**src/rtl/positional_list_prev_greater_search_core_assert.svh**
```systemverilog
// Assertion macros used by the sequencer of the list search core.
`ifndef POSITIONAL_LIST_PREV_GREATER_SEARCH_CORE_ASSERT_SVH
`define POSITIONAL_LIST_PREV_GREATER_SEARCH_CORE_ASSERT_SVH

// Check a condition at every clock edge outside reset.
`define PLPGS_ASSERT_NOW(label, clk, rst, cond) \
  label: assert property (@(posedge clk) disable iff (rst) (cond)) \
    else $error("%m: check failed");

// Check that a cause is followed by an effect in the next cycle.
`define PLPGS_ASSERT_NEXT(label, clk, rst, cause, effect) \
  label: assert property (@(posedge clk) disable iff (rst) (cause) |=> (effect)) \
    else $error("%m: check failed");

`endif

```
**src/rtl/plpgs_pkg.sv**
```systemverilog
// ----------------------------------------------------------------------------
// plpgs_pkg
// Shared types and constants of the ordered list search core.
// ----------------------------------------------------------------------------
package plpgs_pkg;

  localparam int DEPTH_DEF      = 1024;
  localparam int VALUE_BITS_DEF = 32;
  localparam int POS_BITS       = 11;
  localparam int DATA_BITS      = 32;
  localparam int INDEX_BITS     = 10;
  localparam int STATUS_BITS    = 3;

  typedef enum logic {
    KIND_INSERT = 1'b0,
    KIND_QUERY  = 1'b1
  } kind_t;

  typedef enum logic [STATUS_BITS-1:0] {
    ST_INSERTED  = 3'd0,
    ST_FOUND     = 3'd1,
    ST_NOT_FOUND = 3'd2,
    ST_FULL      = 3'd3,
    ST_RANGE     = 3'd4
  } status_t;

  typedef enum logic [2:0] {
    S_IDLE,
    S_INS_SHIFT,
    S_INS_WRITE,
    S_Q_BASE,
    S_Q_SCAN,
    S_DONE
  } state_t;

  typedef struct packed {
    logic                  valid;
    status_t               status;
    logic [INDEX_BITS-1:0] index;
  } res_t;

endpackage

```
**src/rtl/plpgs_seq.sv**
```systemverilog
// ----------------------------------------------------------------------------
// plpgs_seq
// Sequencer: shifts entries for inserts and walks down for queries,
// one entry per cycle.
// ----------------------------------------------------------------------------
`include "positional_list_prev_greater_search_core_assert.svh"

module plpgs_seq #(
  parameter int DEPTH      = plpgs_pkg::DEPTH_DEF,
  parameter int VALUE_BITS = plpgs_pkg::VALUE_BITS_DEF
) (
  input  logic                           clk,
  input  logic                           rst,
  input  logic                           req_valid,
  input  logic                           kind,
  input  logic [plpgs_pkg::POS_BITS-1:0] position,
  input  logic [plpgs_pkg::DATA_BITS-1:0] value,
  output logic                           ready,
  output plpgs_pkg::res_t                res,
  input  logic                           res_take,
  output logic                           ram_we,
  output logic [$clog2(DEPTH)-1:0]       ram_waddr,
  output logic [VALUE_BITS-1:0]          ram_wdata,
  output logic [$clog2(DEPTH)-1:0]       ram_raddr,
  input  logic [VALUE_BITS-1:0]          ram_rdata
);

  import plpgs_pkg::*;

  localparam int AW = $clog2(DEPTH);
  localparam int CW = $clog2(DEPTH + 1);
  localparam int PW = (CW > POS_BITS) ? CW : POS_BITS;
  localparam int SW = VALUE_BITS + 2;

  state_t                 state;
  state_t                 state_next;
  logic [CW-1:0]          count;
  logic [AW-1:0]          addr;
  logic [AW-1:0]          ins_pos;
  logic [VALUE_BITS-1:0]  arg;
  logic signed [SW-1:0]   want;
  status_t                res_status;
  logic [INDEX_BITS-1:0]  res_index;

  logic                   acc;
  logic                   is_query;
  logic                   full;
  logic                   pos_ge_count;
  logic [PW-1:0]          pos_ext;
  logic [PW-1:0]          count_ext;
  logic [AW-1:0]          pos_clamp;
  logic [AW-1:0]          last_addr;
  logic [VALUE_BITS+DATA_BITS-1:0] val_ext;
  logic [VALUE_BITS-1:0]  val_n;
  logic signed [SW-1:0]   rd_s;
  logic signed [SW-1:0]   arg_s;
  logic                   hit;
  logic [AW+INDEX_BITS-1:0] idx_ext;

  assign acc          = req_valid && (state == S_IDLE);
  assign is_query     = (kind == KIND_QUERY);
  assign full         = (count == CW'(DEPTH));
  assign pos_ext      = PW'(position);
  assign count_ext    = PW'(count);
  assign pos_ge_count = (pos_ext >= count_ext);
  assign pos_clamp    = pos_ge_count ? AW'(count) : AW'(position);
  assign last_addr    = AW'(count - 1'b1);
  assign val_ext      = {{VALUE_BITS{1'b0}}, value};
  assign val_n        = val_ext[VALUE_BITS-1:0];
  assign rd_s         = $signed({{2{ram_rdata[VALUE_BITS-1]}}, ram_rdata});
  assign arg_s        = $signed({{2{arg[VALUE_BITS-1]}}, arg});
  assign hit          = (rd_s >= want);
  assign idx_ext      = {{INDEX_BITS{1'b0}}, addr};

  assign ready      = (state == S_IDLE);
  assign res.valid  = (state == S_DONE);
  assign res.status = res_status;
  assign res.index  = res_index;

  // Next state
  always_comb begin
    state_next = state;
    case (state)
      S_IDLE: begin
        if (acc) begin
          if (is_query) begin
            state_next = pos_ge_count ? S_DONE : S_Q_BASE;
          end else if (full) begin
            state_next = S_DONE;
          end else if (pos_ge_count) begin
            state_next = S_INS_WRITE;
          end else begin
            state_next = S_INS_SHIFT;
          end
        end
      end
      S_INS_SHIFT: begin
        if (addr == ins_pos) begin
          state_next = S_INS_WRITE;
        end
      end
      S_INS_WRITE: state_next = S_DONE;
      S_Q_BASE: begin
        if (addr == '0) begin
          state_next = S_DONE;
        end else begin
          state_next = S_Q_SCAN;
        end
      end
      S_Q_SCAN: begin
        if (hit || (addr == '0)) begin
          state_next = S_DONE;
        end
      end
      S_DONE: begin
        if (res_take) begin
          state_next = S_IDLE;
        end
      end
      default: state_next = S_IDLE;
    endcase
  end

  // Memory control
  always_comb begin
    ram_we    = 1'b0;
    ram_waddr = addr + 1'b1;
    ram_wdata = ram_rdata;
    ram_raddr = addr - 1'b1;
    case (state)
      S_IDLE: begin
        ram_raddr = is_query ? AW'(position) : last_addr;
      end
      S_INS_SHIFT: begin
        // move entry up by one, fetch the one below
        ram_we = 1'b1;
      end
      S_INS_WRITE: begin
        ram_we    = 1'b1;
        ram_waddr = ins_pos;
        ram_wdata = arg;
      end
      S_Q_BASE, S_Q_SCAN, S_DONE: begin
        ram_we = 1'b0;
      end
      default: ram_we = 1'b0;
    endcase
  end

  always_ff @(posedge clk) begin
    if (rst) begin
      state <= S_IDLE;
      count <= '0;
    end else begin
      state <= state_next;
      if (state == S_INS_WRITE) begin
        count <= count + 1'b1;
      end
    end
  end

  always_ff @(posedge clk) begin
    case (state)
      S_IDLE: begin
        if (acc) begin
          arg       <= val_n;
          ins_pos   <= pos_clamp;
          addr      <= is_query ? AW'(position) : last_addr;
          res_index <= '0;
          if (is_query) begin
            res_status <= ST_RANGE;
          end else if (full) begin
            res_status <= ST_FULL;
          end else begin
            res_status <= ST_INSERTED;
          end
        end
      end
      S_INS_SHIFT: begin
        if (addr != ins_pos) begin
          addr <= addr - 1'b1;
        end
      end
      S_Q_BASE: begin
        // threshold is formed wide so it never wraps
        want       <= rd_s + arg_s + SW'(1);
        res_status <= ST_NOT_FOUND;
        addr       <= addr - 1'b1;
      end
      S_Q_SCAN: begin
        if (hit) begin
          res_status <= ST_FOUND;
          res_index  <= idx_ext[INDEX_BITS-1:0];
        end else if (addr != '0) begin
          addr <= addr - 1'b1;
        end
      end
      S_INS_WRITE, S_DONE: begin
        addr <= addr;
      end
      default: addr <= addr;
    endcase
  end

  `PLPGS_ASSERT_NOW(a_count_bound, clk, rst, count <= CW'(DEPTH))
  `PLPGS_ASSERT_NOW(a_write_in_list, clk, rst, !ram_we || (CW'(ram_waddr) <= count))
  `PLPGS_ASSERT_NOW(a_scan_in_list, clk, rst,
    !((state == S_Q_BASE) || (state == S_Q_SCAN)) || (CW'(addr) < count))
  `PLPGS_ASSERT_NEXT(a_count_steady, clk, rst, state != S_INS_WRITE, $stable(count))

endmodule

```
**config.mk**
```make
export PLATFORM = sky130hd
export DESIGN_NAME = plpgs_seq
export DESIGN_NICKNAME = d
export VERILOG_FILES = /design/src/rtl/plpgs_pkg.sv /design/src/rtl/plpgs_seq.sv
export VERILOG_INCLUDE_DIRS = /design/src /design/src/rtl
export SDC_FILE = /design/constraint.sdc
export NUM_CORES = 1
export LEC_CHECK = 0
export ABC_AREA = 1
export BUFFER_PORTS_ARGS = -buffer_cell sky130_fd_sc_hd__buf_2
export CORE_UTILIZATION = 50
export DETAILED_ROUTE_END_ITERATION = 8
export PLACE_DENSITY = 0.73
export SLEW_MARGIN = 10
export SYNTH_ARGS = -nofsm -noshare
export SYNTH_HDL_FRONTEND = slang
export SYNTH_SLANG_ARGS = --single-unit
```
**constraint.sdc**
```tcl
create_clock -name clk -period 9.5 [get_ports clk]
set_input_delay 0.475 -clock clk [delete_from_list [all_inputs] [get_ports clk]]
set_output_delay 0.475 -clock clk [all_outputs]
set_load 0.005 [all_outputs]
```
==> results by group <==
Yosys
  – Top cell types by occurrence after synthesis: 286 x sky130_fd_sc_hd__nand2_1, 133 x sky130_fd_sc_hd__inv_1, 99 x sky130_fd_sc_hd__edfxtp_1, 99 x sky130_fd_sc_hd__nor2_1, 81 x sky130_fd_sc_hd__ha_1
  – Cells taking the most area after synthesis: sky130_fd_sc_hd__edfxtp_1 35%, sky130_fd_sc_hd__nand2_1 13%, sky130_fd_sc_hd__ha_1 12%
  – Number of synthesized register bits: between 100 and 150
  – Netlist area before placement: around 8400 sq um
  – Post-synth net total: roughly 1200
  – Number of cells produced by synthesis: roughly 1100
  – Top-area cell type share of the netlist area: a little over a third
  – Warnings, synthesis: 0
  – Syn Area/Cell: between 7 and 8 sq um
  – Most repeated cell in the gate-level netlist after synthesis: sky130_fd_sc_hd__nand2_1
  – Proportion of synthesized flip-flops having asynchronous set or reset: 0%
  – Unique masters post-synth: between 40 and 50
  – Library cell occupying the most area in the post-synthesis netlist: sky130_fd_sc_hd__edfxtp_1
  – Post-synth EDFFs: a little under 100
  – Main flop type after synthesis: sky130_fd_sc_hd__edfxtp_1
  – Sequential-to-total area share from yosys stat: 38.55%

CTS
  – H-tree levels: 4
  – Clock Latency Late Sink: between 400 and 500 ps
  – Clock Sink Count: about 110
  – Hold buffer count at cts: 0
  – Number of post-CTS setup repair buffers: 0
  – Number of gates resized after cts: 0
  – Clock transition at the register clock pins on the worst setup and hold paths after CTS: roughly 60 ps
  – Clock tree from TritonCTS: built
  – CTS root buffer: sky130_fd_sc_hd__clkbuf_16
  – Max Buffers Root-to-Sink: 2
  – Number of buffers inserted during clock tree synthesis: 17

STA
  – Setup WS post-layout: between 6000 and 7000 ps
  – Transition time of the tightest slew-check pin: approximately 840 ps
  – Ratio of final minimum period to clock period: approximately a third
  – RSZ-0062 raised after global routing: no
  – Final hold viol count: 0
  – Final Critical Period: about 3200 ps
  – Number of max-slew violations in the final report: 0
  – Achievable clock frequency: roughly 310 MHz
  – Remaining max-slew budget at the tightest pin: between 40% and 50%
  – Fin Clk Skew: slightly above 8 ps
  – Sum of negative setup slack: 0 ps
  – Final-report setup violation count: 0

Worst setup path
  – Crit path buffers/inverters: 4
  – Data arrival time of the critical path: 2730 ps
  – Worst reg2reg path depth: 14
  – Delay-heaviest family, CP: buffers and inverters
  – Top cell by count, worst path: sky130_fd_sc_hd__inv_2
  – Largest driver fanout on the critical path: 53
  – Worst setup SP type: register
  – Reg-to-reg slack, setup: around 6700 ps
  – Critical Path, Cell by Cell: inv_2 -> nand2_2 -> buf_4 -> inv_2 -> o21ai_0 -> buf_2
  – Launch point of the worst reg-to-reg path: want[15]
  – Capturing point of the worst reg2reg path: addr[5]
  – Critical Path Slowest Stage Cell: sky130_fd_sc_hd__inv_2
  – Delay of the slowest cell on the worst path: between 500 and 600 ps
  – WP data required: approximately 9000 ps
  – Capturing element type of the critical path: primary output
  – Path type of the worst setup path: register to primary output

Route
  – Initial DRC Count: 585
  – Total number of vias: 7672
  – Number of optimization iterations in the first detailed-route pass: 5
  – Via/cell ratio: 5.255
  – DRC violation count after routing: 0
  – Post-detailed-route wirelength per cell: between 10 and 15 um
  – Final routed wirelength across all metal layers: 21400 um
  – DRT antenna net count: 0

Pwr
  – Logic pwr share: between 40% and 50%
  – Proportion of power drawn by flip-flops and latches: 33.5%
  – Total net switching power: 0.0009995 W
  – Static Leakage: roughly 4.7 nW
  – Power Dens Cells: roughly 250 nW/um^2
  – Relative contribution of the clock network to total power: 22.6%
  – Switching share of power: about two fifths
  – Internal power: 0.001435 W
  – Peak VDD IR: between 100 and 150 uV

Floorplan
  – Count of boundary I/O pins: between 100 and 150
  – Die width: about 130 um
  – Die Height: about 130 um
  – Die area: approximately 17000 sq um
  – Initial core utilization: approximately 50%
  – Core Box Area: around 17000 sq um
  – Number of rows in the core area: 47

Worst hold path
  – Start point of the worst hold path: value[5]
  – WHS Endpoint: arg[5]
  – Class of the tightest hold or removal check: input pin to register
  – Worst hold path stage count: 1

Cells and area
  – Sequential Area: about 3300 sq um
  – Total number of nets in the final design: approximately 1400
  – Layout cell share with drive strength beyond 1: around 18%
  – Diodes inserted: 0
  – Combined area of the multi-input logic cells: approximately 4600 sq um
  – Fillcell total: 1529
  – Area added between synthesis and finish: 17.32%

Placement
  – Final estimated routing congestion in global placement: around 0.9
  – HPWL Detailed: around 16000 um
  – Post-placement worst setup slack: roughly 6000 ps
  – Port bufs: 147

Run
  – Max-cap violations: 0

Status
  – Run status: finished clean

Global route
  – Total gr overflow: 0
  – Largest net degree at the start of global routing: 54
  – Wire length of the first global-routing pass: between 30000 and 40000 um
  – Number of global-route vias before repair: about 7000
  – All-Layer GR Usage: approximately a quarter
  – Initial antenna violation count: 0
-- logic make-up (layout without fill, tap and decap cells) --
group                    after synthesis  in the layout  share of synthesized area (%)
AO/OA/AOI/OAI                        189            189                          12.91
adder cells (fa/ha/maj)               82             82                          12.25
AND/OR/NAND/NOR                      485            485                          24.18
flip-flops                           113            113                          38.55
buffers and inverters                167            328                          7.650
XOR/XNOR                              43             43                          4.463
-- how the worst max path moves through the flow --
| stage | to | slack, ps | startpoint | cells after the start |
|---|---|---|---|---|
| detailed placement | addr[7] | 6030 | ram_rdata[15] | 14 |
| CTS | ram_waddr[2] | 6270 | state[2] | 6 |
| finish | ram_waddr[2] | 6290 | state[2] | 6 |
| floorplan | arg[0] | 6260 | state[0] | 6 |
| global route | ram_waddr[2] | 6080 | state[2] | 6 |
| global placement | addr[6] | 6180 | ram_rdata[17] | 14 |
-- placed cells by master (no fill, tap or decap), types with 2 or more instances in the layout --
cell type                    netlist  final
sky130_fd_sc_hd__o2111ai_1         3      3
sky130_fd_sc_hd__edfxtp_1         99     99
sky130_fd_sc_hd__clkbuf_16         0     17
sky130_fd_sc_hd__clkinv_4          0      2
sky130_fd_sc_hd__nor2_4            1      2
sky130_fd_sc_hd__ha_1             81     81
sky130_fd_sc_hd__o21ai_2           4      4
sky130_fd_sc_hd__nor2_1           99     98
sky130_fd_sc_hd__clkinv_2          0      6
sky130_fd_sc_hd__o21ai_1          11     11
sky130_fd_sc_hd__nor2_2            9      9
sky130_fd_sc_hd__a21o_1           11     11
sky130_fd_sc_hd__o22ai_1           3      3
sky130_fd_sc_hd__inv_2            12     12
sky130_fd_sc_hd__buf_2             0    147
sky130_fd_sc_hd__o21ai_0          66     66
sky130_fd_sc_hd__o21a_1            4      4
sky130_fd_sc_hd__buf_4             3      3
sky130_fd_sc_hd__xor2_1           38     38
sky130_fd_sc_hd__nand3_1          30     30
sky130_fd_sc_hd__inv_1           133    133
sky130_fd_sc_hd__nand2_2           6      6
sky130_fd_sc_hd__nand4_1          21     21
sky130_fd_sc_hd__a221oi_1          2      2
sky130_fd_sc_hd__a21oi_2           3      3
sky130_fd_sc_hd__nor3_1           21     20
sky130_fd_sc_hd__nor4_1            4      4
sky130_fd_sc_hd__clkinv_1          2      5
sky130_fd_sc_hd__dfxtp_1          14     14
sky130_fd_sc_hd__nor3_2            4      4
sky130_fd_sc_hd__nand2_1         286    286
sky130_fd_sc_hd__xnor2_1           5      5
sky130_fd_sc_hd__a21oi_1          66     66
sky130_fd_sc_hd__clkinvlp_4        0      2
sky130_fd_sc_hd__a31oi_1           5      5
sky130_fd_sc_hd__nand3_2           2      2
sky130_fd_sc_hd__o21bai_1          2      2
sky130_fd_sc_hd__o31ai_1           2      2
-- per-stage QoR --
| stage | cells | util, % | hold slack [ps] | area [sq um] | power (W) |
|---|---|---|---|---|---|
| 2_1_floorplan | 1079 | - | 468.2 | 8439 | 0.001513 |
| 3_3_place_gp | 1429 | 56.84 | 510.2 | 9393 | 0.001860 |
| 3_5_place_dp | 1429 | 56.84 | 522.1 | 9393 | 0.001879 |
| 4_1_cts | 1460 | 59.88 | 208.2 | 9896 | 0.002440 |
| 5_1_grt | 1460 | 59.92 | 206.2 | 9901 | 0.002607 |
| 6_report | 1460 | 59.92 | 221.0 | 9901 | 0.002434 |
-- sequential cells by signal (all words and copies together), names as in the netlist --
name,cells
arg,32
res_status,3
state,3
want,34
res_index,10
addr,10
count,11
ins_pos,10
-- metal layers --
metal / part of all wire (%) / GRT usage, %
met1: 46 / 34.45
met2: 47 / 39.89
met3: 6.1 / 4.844
met4: 1.6 / 7.752
met5: 0 / 0
-- power groups by stage --
stage               registers [W]  clock network, W  logic, W
floorplan                0.000792                 0  0.000721
global placement         0.000819                 0   0.00104
detailed placement       0.000823                 0   0.00106
CTS                      0.000814          0.000561   0.00107
global route             0.000828          0.000581   0.00120
finish                   0.000814          0.000551   0.00107
-- cell type report --
class	instances	area share [%]
clock inverters	13	0.7456
multi-input cells	799	46.05
repair buffers	150	7.658
clock buffers	18	4.335
flip-flops and latches	113	32.86
inverters	147	5.573
well taps	220	2.780
Power figures use the tool's default switching activity.
